## src/design/clb_pkg.sv

```systemverilog
package clb_pkg;

    // Fixed field widths of the request and response beats
    localparam int CMD_W   = 2;
    localparam int CELL_W  = 12;
    localparam int CLASS_W = 4;
    localparam int COUNT_W = 13;

    // Request commands; any other code acts as a read
    typedef enum logic [CMD_W-1:0] {
        CMD_INSERT = 2'd0,
        CMD_MOVE   = 2'd1
    } cmd_t;

    typedef enum logic [1:0] {
        ST_IDLE,
        ST_LOOK,
        ST_PUSH,
        ST_CLEAR
    } state_t;

    // Controller to datapath
    typedef struct packed {
        logic accept;
        logic unlink;
        logic push;
        logic clear;
        logic finish;
    } ctrl_t;

    // Datapath to controller
    typedef struct packed {
        logic insert_go;
        logic move_go;
        logic out_free;
    } stat_t;

    typedef struct packed {
        logic [CLASS_W-1:0] old_class;
        logic               moved;
        logic [COUNT_W-1:0] class_count;
        logic [CELL_W-1:0]  head_cell;
        logic               head_valid;
        logic [CLASS_W-1:0] cell_class;
        logic [CELL_W-1:0]  next_cell;
        logic               next_valid;
        logic [CELL_W-1:0]  prev_cell;
        logic               prev_valid;
    } result_t;

endpackage

```

## src/design/clb_ctrl.sv

```systemverilog
module clb_ctrl import clb_pkg::*; (
    input  logic  clk,
    input  logic  rst_n,
    input  logic  in_valid,
    output logic  in_ready,
    input  stat_t stat,
    output ctrl_t ctrl
);

    state_t state_reg;
    state_t state_next;
    logic   go;

    assign go = stat.insert_go | stat.move_go;

    // Hold the sequencer state
    always_ff @(posedge clk or negedge rst_n)
    begin
        if (!rst_n)
        begin
            state_reg <= ST_IDLE;
        end
        else
        begin
            state_reg <= state_next;
        end
    end

    // Advance through lookup, push and link clear
    always_comb
    begin
        state_next = state_reg;
        case (state_reg)
            ST_IDLE:
            begin
                if (in_valid)
                begin
                    state_next = ST_LOOK;
                end
            end
            ST_LOOK:
            begin
                if (go)
                begin
                    state_next = ST_PUSH;
                end
                else if (stat.out_free)
                begin
                    state_next = ST_IDLE;
                end
            end
            ST_PUSH:
            begin
                state_next = ST_CLEAR;
            end
            ST_CLEAR:
            begin
                if (stat.out_free)
                begin
                    state_next = ST_IDLE;
                end
            end
            default:
            begin
                state_next = ST_IDLE;
            end
        endcase
    end

    // Drive datapath commands
    always_comb
    begin
        in_ready = 1'b0;
        ctrl     = '0;
        case (state_reg)
            ST_IDLE:
            begin
                in_ready    = 1'b1;
                ctrl.accept = in_valid;
            end
            ST_LOOK:
            begin
                ctrl.unlink = stat.move_go;
                ctrl.finish = !go && stat.out_free;
            end
            ST_PUSH:
            begin
                ctrl.push = 1'b1;
            end
            ST_CLEAR:
            begin
                ctrl.clear  = 1'b1;
                ctrl.finish = stat.out_free;
            end
            default:
            begin
                in_ready = 1'b0;
            end
        endcase
    end

endmodule

```

## config.mk

```make
export PLATFORM = sky130hd
export DESIGN_NAME = clb_ctrl
export DESIGN_NICKNAME = d
export VERILOG_FILES = /design/src/design/clb_pkg.sv /design/src/design/clb_ctrl.sv
export SDC_FILE = /design/constraint.sdc
export NUM_CORES = 1
export LEC_CHECK = 0
export BUFFER_PORTS_ARGS = -buffer_cell sky130_fd_sc_hd__buf_2
export CORE_AREA = 4 4 41 43
export CTS_CLUSTER_DIAMETER = 100
export CTS_CLUSTER_SIZE = 40
export DETAILED_ROUTE_END_ITERATION = 7
export DIE_AREA = 0 0 45 47
export PLACE_DENSITY = 0.41
export SLEW_MARGIN = 20
export SYNTH_ARGS = -nofsm -noshare
export SYNTH_HDL_FRONTEND = slang
export SYNTH_SLANG_ARGS = --single-unit
```

## constraint.sdc

```tcl
create_clock -name clk -period 0.9 [get_ports clk]
set_input_delay 0.09 -clock clk [delete_from_list [all_inputs] [get_ports clk]]
set_output_delay 0.09 -clock clk [all_outputs]
set_load 0.005 [all_outputs]
```

==> metrics.cfg, run 1 <==
[sta]
finalCritPeriodShare_pct = 122.9
fmax_ghz = 0.9044
postLayoutSetupSlackWorst_ns = -0.2058
final_hold_viol_count = 0
grt_setup_unrepaired = yes
fin_worst_skew_ns = 0.003055
slew_headroom_pct = 91.69
setup_viol = 8
worst_pin_slew_ns = 0.1212
min_period_ns = 1.106
finalMaxSlewViolations = 0

[synth]
synth_xor_area_share_pct = 0
yosys_register_bits = 2
synth.area.mux_share_pct = 7.018
yosysUniqueCellTypes = 12
yosys.area_share.simple_pct = 32.46
netlist_area_um2 = 142.6
synth_cells = 16
yosys.area_share.adder_pct = 0
ys_seq_area_share_pct = 35.09
synth.area.top_cells = dfrtp_1, o21a_1, a211oi_2
syn-num-nets = 22
avgSynthCellArea_um2 = 8.915
synth_top_family_by_area = simple AND/OR/NAND/NOR gates
synth-compound-area-share_pct = 22.81
ys.warnings.count = 0
yosysTopAreaCellShare_pct = 35.09
synth_top_cell_by_area = dfrtp_1

[floorplanning]
rows = 13
core_mm2 = 0.001301
initial_core_util_pct = 10.96
fp.dieW_um = 45
io_pins = 12
die_y_um = 47
dieArea_mm2 = 0.002115

[cells_and_area]
antennaDiodeCount = 0
area_delta_synth_final_pct = 107.9
fillers = 158
layout-drive-gt1-share_pct = 74.29
largest_reg_flops = 2
finalNetCount = 43
finalInstanceArea_um2 = 296.5
utilization_pct = 22.79

[clock_tree]
cts_tree = done
clk_pin_slew_ns = 0.03
cts_buffers = 3
h-tree-depth = 1
cts_num_sinks = 2
clockRootBuffer = clkbuf_4
cts.path.max_buffers = 2
worst_skew_pair.late_latency_ns = 0.22

[detailed_routing]
viasPerCell = 3.860
wire_per_inst_um = 10.34
via_count = 193
dr.first_iter.drc_count = 2
remaining_drc_errors = 0
wirelength_um = 517
dr.pass1.iters = 4
drtAntennaViolNets = 0

[pwr]
p_leak_nw = 0.1532
p_int_uw = 625.1
power.density_mw_per_mm2 = 3243
p_sw_share_pct = 35.00
power_frac_seq_pct = 22.6
p_switching_uw = 336.6
vdd_drop_max_uv = 727.9
p_comb_share_pct = 57.4
power.share.clock_pct = 20.0

[placed_design]
dp_hpwl_um = 352
io_buffers = 11
placed_area_um2 = 216.5
globalplace.congestion = 0.6915

[global_routing]
track_usage_pct = 6.082
grt_max_degree = 7
grt_pass1_vias = 183
grt_pass1_wl_um = 779
gr-total-overflow = 0
antenna_found_initial = 0

[setup_path]
worst_ep_required_time_ns = 0.81
path_max_fanout = 6
arrival_ns = 1.02
cp-end-kind = primary output
critPathLaunchType = flip-flop
critPathKind = reg -> out

[status]
status = complete, but fails checks
violations = negative setup slack

[run]
drv.max_cap_violation_count = 0

[hold_path]
min_path_type = in -> reg

synthesized netlist by cell type, drive strengths merged:
master  number
nor3         1
and3         1
dfrtp        2
and2         3
a211oi       1
mux2i        1
o21a         2
inv          1
o21ai        1
nor2         3
kinds of logic (layout without fill, tap and decap cells):
logic type | after synthesis | after routing
and+or+nand+nor | 8 | 8
DFF | 2 | 2
AOI/OAI and AO/OA | 4 | 4
buffers and inverters | 1 | 20
muxes | 1 | 1
power by group through the flow:
stage / Combinational (mW) / Sequential [mW] / Clock (mW)
after floorplan: 0.220 / 0.188 / 0
after global placement: 0.359 / 0.211 / 0
after detailed placement: 0.349 / 0.209 / 0
after CTS: 0.432 / 0.207 / 0.206
after global routing: 0.606 / 0.226 / 0.218
final: 0.552 / 0.217 / 0.193
stage by stage:
| stage | setup TNS (ns) | cells | total power [mW] | setup WS, ns | hold slack, ns |
|---|---|---|---|---|---|
| after CTS | -1.017 | 48 | 0.8444 | -0.2137 | 0.1527 |
| after global placement | -0.08701 | 42 | 0.5694 | -0.04955 | -0.1177 |
| after global routing | -1.464 | 50 | 1.049 | -0.2526 | 0.1688 |
| after detailed placement | -0.05662 | 42 | 0.5590 | -0.04129 | -0.1210 |
| after floorplan | 0 | 16 | 0.4083 | 0.09348 | -0.2056 |
| final | -1.107 | 50 | 0.9617 | -0.2058 | 0.1623 |
cell type report:
type	instances	area (um2)	share of cell area (%)
clock buffers	3	22.52	7.595
well taps	15	18.77	6.329
repair buffers	16	98.84	33.33
flip-flops and latches	2	52.55	17.72
multi-input cells	13	100.1	33.76
inverters	1	3.754	1.266
what timing repair did:
action	4_1_cts	5_1_grt
hold endpoints to repair	2	0
pin swaps	1	1
endpoints found under the setup margin	6	8
resized for setup	2	4
buffers inserted	2	3
hold buffers	1	0
per-layer routing:
layer	up-vias	track usage, %	part of all wire [%]
li1	94	-	-
met1	87	7.273	47
met2	12	5.650	37
met3	0	7.280	17
met4	0	3.509	0
met5	-	0	0
critical path, cell delays in order (launching register included):
cell and delay, ns:
dfrtp_2 0.43, nor2_1 0.14, and2_1 0.13, buf_2 0.10
cells in the final DEF (no fill, tap or decap), drive strengths merged:
master	n
dlygate4sd3	1
buf	15
o21ai	1
nor3	1
dfrtp	2
a211oi	1
and3	1
o21a	2
clkbuf	3
and2	3
nor2	3
mux2i	1
inv	1
worst paths after layout:
check | from | slack [ns] | cells past startpoint | end
worst min register to register | state_reg[0] | 0.63 | 2 | state_reg[0]
max in group asynchronous | rst_n | 0.61 | 2 | state_reg[0]
worst max-delay path | state_reg[0] | -0.21 | 3 | ctrl[4]
worst max register to register | state_reg[0] | -0.15 | 4 | state_reg[0]
worst min-delay path | stat[0] | 0.16 | 3 | state_reg[0]
min in group asynchronous | rst_n | 0.18 | 2 | state_reg[1]
Note: power is estimated with default switching activity, not from simulation.
==> run 2, diff against run 1 <==
--- a/config.mk
+++ b/config.mk
@@ -7,7 +7,6 @@
 export LEC_CHECK = 0
 export BUFFER_PORTS_ARGS = -buffer_cell sky130_fd_sc_hd__buf_2
 export CORE_AREA = 4 4 41 43
-export CTS_CLUSTER_DIAMETER = 100
 export CTS_CLUSTER_SIZE = 40
 export DETAILED_ROUTE_END_ITERATION = 7
 export DIE_AREA = 0 0 45 47
==> constraint.sdc (replaced) <==
create_clock -name clk -period 1.05 [get_ports clk]
set_input_delay 0.105 -clock clk [delete_from_list [all_inputs] [get_ports clk]]
set_output_delay 0.105 -clock clk [all_outputs]
set_load 0.005 [all_outputs]
==> metrics.cfg, run 2 (synthesized netlist as in run 1, its figures left out) <==
[cells_and_area]
area_delta_synth_final_pct = 103.5  ; was 107.9%
final_cell_mix = buf_2, clkbuf_4, buf_4  ; was buf_2, nor2_1, clkbuf_4, buf_4
fin_cells = 50  ; unchanged
layout-drive-gt1-share_pct = 77.14  ; was 74.29%
finalNetCount = 43  ; unchanged
antennaDiodeCount = 0  ; unchanged
utilization_pct = 22.31  ; was 22.79%
largest_reg_flops = 2  ; unchanged
final_common_cell = buf_2  ; unchanged

[setup_path]
worstPathCellList = and2_4, o21a_1, buf_2  ; was nor2_1, and2_1, buf_2
worst_ep_required_time_ns = 0.94  ; was 0.81 ns
crit_buf_inv = 1  ; unchanged
r2r_cells = 3  ; was 4
r2r-start = state_reg[0]  ; unchanged
r2r-end = state_reg[0]  ; unchanged
critPathLaunchType = flip-flop  ; unchanged
r2r_slack_ns = 0.06  ; was -0.15 ns
cp-end-kind = primary output  ; unchanged
critical_path.slowest_cell = dfrtp_2  ; unchanged
startpoint = state_reg[0]  ; unchanged
critPathMaxStageDelay_ns = 0.43  ; about the same
arrival_ns = 1.02  ; about the same
critPathKind = reg -> out  ; unchanged
path_max_fanout = 6  ; unchanged
crit_family = flip-flops  ; unchanged

[sta]
hold_slack_ns = 0.2062  ; was 0.1623 ns
finalSetupTns_ns = -0.2101  ; was -1.107 ns
postLayoutSetupSlackWorst_ns = -0.07429  ; was -0.2058 ns
min_period_ns = 1.124
grt_setup_unrepaired = yes  ; unchanged
final_hold_viol_count = 0  ; unchanged
slew_headroom_pct = 86.54  ; was 91.69%
setup_viol = 5  ; was 8
worst_pin_slew_ns = 0.2004  ; was 0.1212 ns
finalMaxSlewViolations = 0  ; unchanged
finalCritPeriodShare_pct = 107.1
fin_worst_skew_ns = 0.002662  ; was 0.003055 ns
fmax_ghz = 0.8894

[clock_tree]
clk_pin_slew_ns = 0.03  ; about the same
cts.path.max_buffers = 2  ; unchanged
cts_tree = done  ; unchanged
cts_buffers = 3  ; unchanged
cts_num_sinks = 2  ; unchanged
clockRootBuffer = clkbuf_4  ; unchanged
h-tree-depth = 1  ; unchanged
worst_skew_pair.late_latency_ns = 0.22  ; about the same

[pwr]
p_switching_uw = 274.5  ; was 336.6 uW
p_comb_share_pct = 55.0  ; was 57.4%
power.share.clock_pct = 20.9  ; was 20.0%
power.density_mw_per_mm2 = 2745  ; was 3243 mW/mm2
p_leak_nw = 0.1495  ; was 0.1532 nW
p_int_uw = 522.2  ; was 625.1 uW
p_sw_share_pct = 34.45  ; was 35.00%
vdd_drop_max_uv = 1056  ; was 727.9 uV
power_frac_seq_pct = 24.1  ; was 22.6%

[global_routing]
antenna_found_initial = 0  ; unchanged
grt_max_degree = 7  ; unchanged
grt_pass1_wl_um = 807  ; was 779 um
grt_pass1_vias = 193  ; was 183
gr-total-overflow = 0  ; unchanged
track_usage_pct = 5.762  ; was 6.082%

[floorplanning]
initial_core_util_pct = 10.96  ; unchanged
dieArea_mm2 = 0.002115  ; unchanged
core_mm2 = 0.001301  ; unchanged
io_pins = 12  ; unchanged
fp.dieW_um = 45  ; unchanged
rows = 13  ; unchanged
die_y_um = 47  ; unchanged

[run]
drv.max_cap_violation_count = 0  ; unchanged

[detailed_routing]
met2_length_um = 162  ; was 189 um
drtAntennaViolNets = 0  ; unchanged
dr.first_iter.drc_count = 0  ; was 2
via_count = 182  ; was 193
remaining_drc_errors = 0  ; unchanged
wl_met1_um = 262  ; was 241 um
wire_per_inst_um = 9.800  ; was 10.34 um
top_layer_used = met3  ; unchanged
wl_met3_um = 65  ; was 86 um
dr.pass1.iters = 1  ; was 4
wirelength_um = 490  ; was 517 um
viasPerCell = 3.640  ; was 3.860

[placed_design]
dp_hpwl_um = 346.4  ; was 352 um
io_buffers = 11  ; unchanged
globalplace.congestion = 0.6865  ; was 0.6915
place_inst = 42  ; unchanged

[hold_path]
min_path_type = in -> async  ; was in -> reg

[status]
status = complete, but fails checks  ; unchanged
violations = negative setup slack  ; unchanged

## run 2: routing by layer
layer  global-route usage (%)  vias to the layer above
met2                    6.780                       12
met5                        0                        -
met4                    5.263                        0
met3                    2.682                        0
li1                         -                       94
met1                    7.483                       76
## run 2: what timing repair did
action / CTS / global route
cloned: 0 / 0
pin swaps: 2 / 0
endpoints found under the hold margin: 2 / 0
hold buffers: 1 / 0
endpoints found under the setup margin: 5 / 6
resized for setup: 2 / 4
setup buffers: 2 / 2
## run 2: layout make-up
cell class	count	area, um2
inverters	1	3.754
repair buffers	16	98.84
clock buffers	3	22.52
fillers	148	1011
multi-input cells	13	93.84
well taps	15	18.77
flip-flops and latches	2	52.55
## run 2: how the worst max path moves through the flow
| stage | slack, ns | cells past startpoint | to |
|---|---|---|---|
| 4_1_cts | -0.09 | 3 | ctrl[0] |
| 3_5_place_dp | 0.1 | 3 | ctrl[0] |
| 5_1_grt | -0.13 | 3 | ctrl[0] |
| 6_report | -0.07 | 3 | ctrl[0] |
| 2_1_floorplan | 0.24 | 2 | ctrl[4] |
| 3_3_place_gp | 0.09 | 3 | ctrl[0] |
## run 2: through the flow
step	setup WS [ns]	power [mW]	cell area (um2)
after global routing	-0.1255	0.8755	290.3
after detailed placement	0.09911	0.4820	216.5
final	-0.07429	0.7967	290.3
after global placement	0.09217	0.4822	216.5
after CTS	-0.08579	0.7285	265.3
after floorplan	0.2430	0.3500	142.6
## run 2: power groups by stage
stage | Combinational [mW] | Sequential (mW) | Clock (mW)
2_1_floorplan | 0.189 | 0.161 | 0
3_3_place_gp | 0.303 | 0.179 | 0
3_5_place_dp | 0.302 | 0.180 | 0
4_1_cts | 0.370 | 0.179 | 0.180
5_1_grt | 0.491 | 0.200 | 0.185
6_report | 0.438 | 0.192 | 0.166
==> run 3, diff against run 2 <==
--- a/config.mk
+++ b/config.mk
@@ -11,6 +11,7 @@
 export DETAILED_ROUTE_END_ITERATION = 7
 export DIE_AREA = 0 0 45 47
 export PLACE_DENSITY = 0.41
+export RECOVER_POWER = 50
 export SLEW_MARGIN = 20
 export SYNTH_ARGS = -nofsm -noshare
 export SYNTH_HDL_FRONTEND = slang
==> metrics.cfg, run 3 (synthesized netlist as in run 1, its figures left out) <==
[sta]
finalCritPeriodShare_pct = 107.3  ; was 107.1%
setup_viol = 5  ; unchanged
final_hold_viol_count = 0  ; unchanged
grt_setup_unrepaired = yes  ; unchanged
fin_worst_skew_ns = 0.002662  ; unchanged
finalSetupTns_ns = -0.2183  ; was -0.2101 ns
finalMaxSlewViolations = 0  ; unchanged
worst_pin_slew_ns = 0.2008  ; was 0.2004 ns
slew_headroom_pct = 86.51  ; was 86.54%
postLayoutSetupSlackWorst_ns = -0.07613  ; was -0.07429 ns
min_period_ns = 1.126  ; was 1.124 ns
fmax_ghz = 0.8880  ; was 0.8894 GHz

[pwr]
p_switching_uw = 275.2  ; was 274.5 uW
power_frac_seq_pct = 24.2  ; was 24.1%
power.share.clock_pct = 20.9  ; about the same
p_int_uw = 521.6  ; was 522.2 uW
power.density_mw_per_mm2 = 2757  ; was 2745 mW/mm2
p_leak_nw = 0.1467  ; was 0.1495 nW
vdd_drop_max_uv = 1059  ; was 1056 uV
p_sw_share_pct = 34.53  ; was 34.45%
p_comb_share_pct = 54.9  ; was 55.0%

[placed_design]
placed_area_um2 = 216.5  ; unchanged
dpl_worst_slack_ns = 0.09911  ; unchanged
io_buffers = 11  ; unchanged
globalplace.congestion = 0.6865  ; unchanged
dp_hpwl_um = 346.4  ; unchanged

[floorplanning]
die_y_um = 47  ; unchanged
fp.dieW_um = 45  ; unchanged
io_pins = 12  ; unchanged
dieArea_mm2 = 0.002115  ; unchanged
initial_core_util_pct = 10.96  ; unchanged
core_mm2 = 0.001301  ; unchanged
rows = 13  ; unchanged

[setup_path]
startpoint = state_reg[0]  ; unchanged
r2r_slack_ns = 0.06  ; about the same
worst_ep_required_time_ns = 0.94  ; about the same
path_max_fanout = 6  ; unchanged
r2r_cells = 3  ; unchanged
cp-end-kind = primary output  ; unchanged
r2r-start = state_reg[0]  ; unchanged
critPathLaunchType = flip-flop  ; unchanged
critPathKind = reg -> out  ; unchanged
r2r-end = state_reg[0]  ; unchanged
endpoint = ctrl[0]  ; unchanged
arrival_ns = 1.02  ; about the same

[detailed_routing]
dr.pass1.iters = 1  ; unchanged
wire_per_inst_um = 9.740  ; was 9.800 um
dr.first_iter.drc_count = 0  ; unchanged
drtAntennaViolNets = 0  ; unchanged
wirelength_um = 487  ; was 490 um
remaining_drc_errors = 0  ; unchanged
via_count = 184  ; was 182
viasPerCell = 3.680  ; was 3.640

[global_routing]
grt_pass1_vias = 193  ; unchanged
antenna_found_initial = 0  ; unchanged
gr-total-overflow = 0  ; unchanged
grt_pass1_wl_um = 807  ; unchanged
grt_max_degree = 7  ; unchanged
track_usage_pct = 5.762  ; unchanged

[clock_tree]
h-tree-depth = 1  ; unchanged
worst_skew_pair.late_latency_ns = 0.22  ; about the same
cts.path.max_buffers = 2  ; unchanged
clockRootBuffer = clkbuf_4  ; unchanged
clk_pin_slew_ns = 0.03  ; about the same
cts_tree = done  ; unchanged
cts_num_sinks = 2  ; unchanged
cts_buffers = 3  ; unchanged

[cells_and_area]
layout-drive-gt1-share_pct = 74.29  ; was 77.14%
largest_reg_flops = 2  ; unchanged
area_delta_synth_final_pct = 102.6  ; was 103.5%
regArea_um2 = 52.55  ; unchanged
antennaDiodeCount = 0  ; unchanged
finalInstanceArea_um2 = 289.0  ; was 290.3 um2
final_cell_mix = buf_2, clkbuf_4, buf_4  ; unchanged
finalNetCount = 43  ; unchanged
final_common_cell = buf_2  ; unchanged
multi_input_area_um2 = 93.84  ; unchanged
fillers = 149  ; was 148

[run]
drv.max_cap_violation_count = 0  ; unchanged

[status]
violations = negative setup slack  ; unchanged
status = complete, but fails checks  ; unchanged

[hold_path]
min_path_type = in -> async  ; unchanged

run 3: changes by cell type in the layout (fill, tap and decap cells not counted), sizes merged:
cell    previous run  this run
buf               15        14
clkbuf             3         4
run 3: routing by layer:
layer | wire length, um | vias to the layer above | global-route usage, % | part of all wire [%]
met4 | 0 | 0 | 5.263 | 0
met2 | 162 | 12 | 6.780 | 33
met1 | 259 | 77 | 7.483 | 53
met3 | 65 | 0 | 2.682 | 13
li1 | - | 95 | - | -
met5 | 0 | - | 0 | 0
run 3: how the worst min path moves through the flow:
stage / cells past startpoint / slack, ns / endpoint
finish: 2 / 0.22 / state_reg[1]
global route: 2 / 0.23 / state_reg[1]
CTS: 3 / 0.17 / state_reg[0]
detailed placement: 1 / -0.10 / state_reg[0]
global placement: 1 / -0.10 / state_reg[0]
floorplan: 0 / -0.19 / state_reg[0]
run 3: power by group through the flow:
stage	sequential [mW]	clock, mW	combinational, mW
floorplan	0.161	0	0.189
global placement	0.179	0	0.303
detailed placement	0.180	0	0.302
CTS	0.179	0.180	0.370
global route	0.200	0.185	0.490
finish	0.193	0.166	0.438
run 3: area by class of cell:
type	count	share of cell area [%]
timing repair buffer	16	33.77
multi-input combinational	13	32.47
sequential	2	18.18
clock buffer	3	7.792
tap	15	6.494
inverter	1	1.299
run 3: stage by stage:
step	total power, mW	hold WS, ns	instances	utilization, %
floorplan	0.3500	-0.1906	16	-
global placement	0.4822	-0.1011	42	16.63
detailed placement	0.4820	-0.1021	42	16.63
CTS	0.7285	0.1684	48	20.38
global route	0.8750	0.2326	50	22.21
finish	0.7968	0.2155	50	22.21
run 3: timing repair:
action,in CTS,in global routing
setup buffers,2,2
pin swaps,2,0
endpoints found under the hold margin,2,0
gates resized for setup,2,4
endpoints found under the setup margin,5,6
hold buffers,1,0
run 3: critical path, stage by stage (launching register included):
cell and delay, ns:
dfrtp_2 0.43, and2_4 0.15, o21a_1 0.10, buf_2 0.12
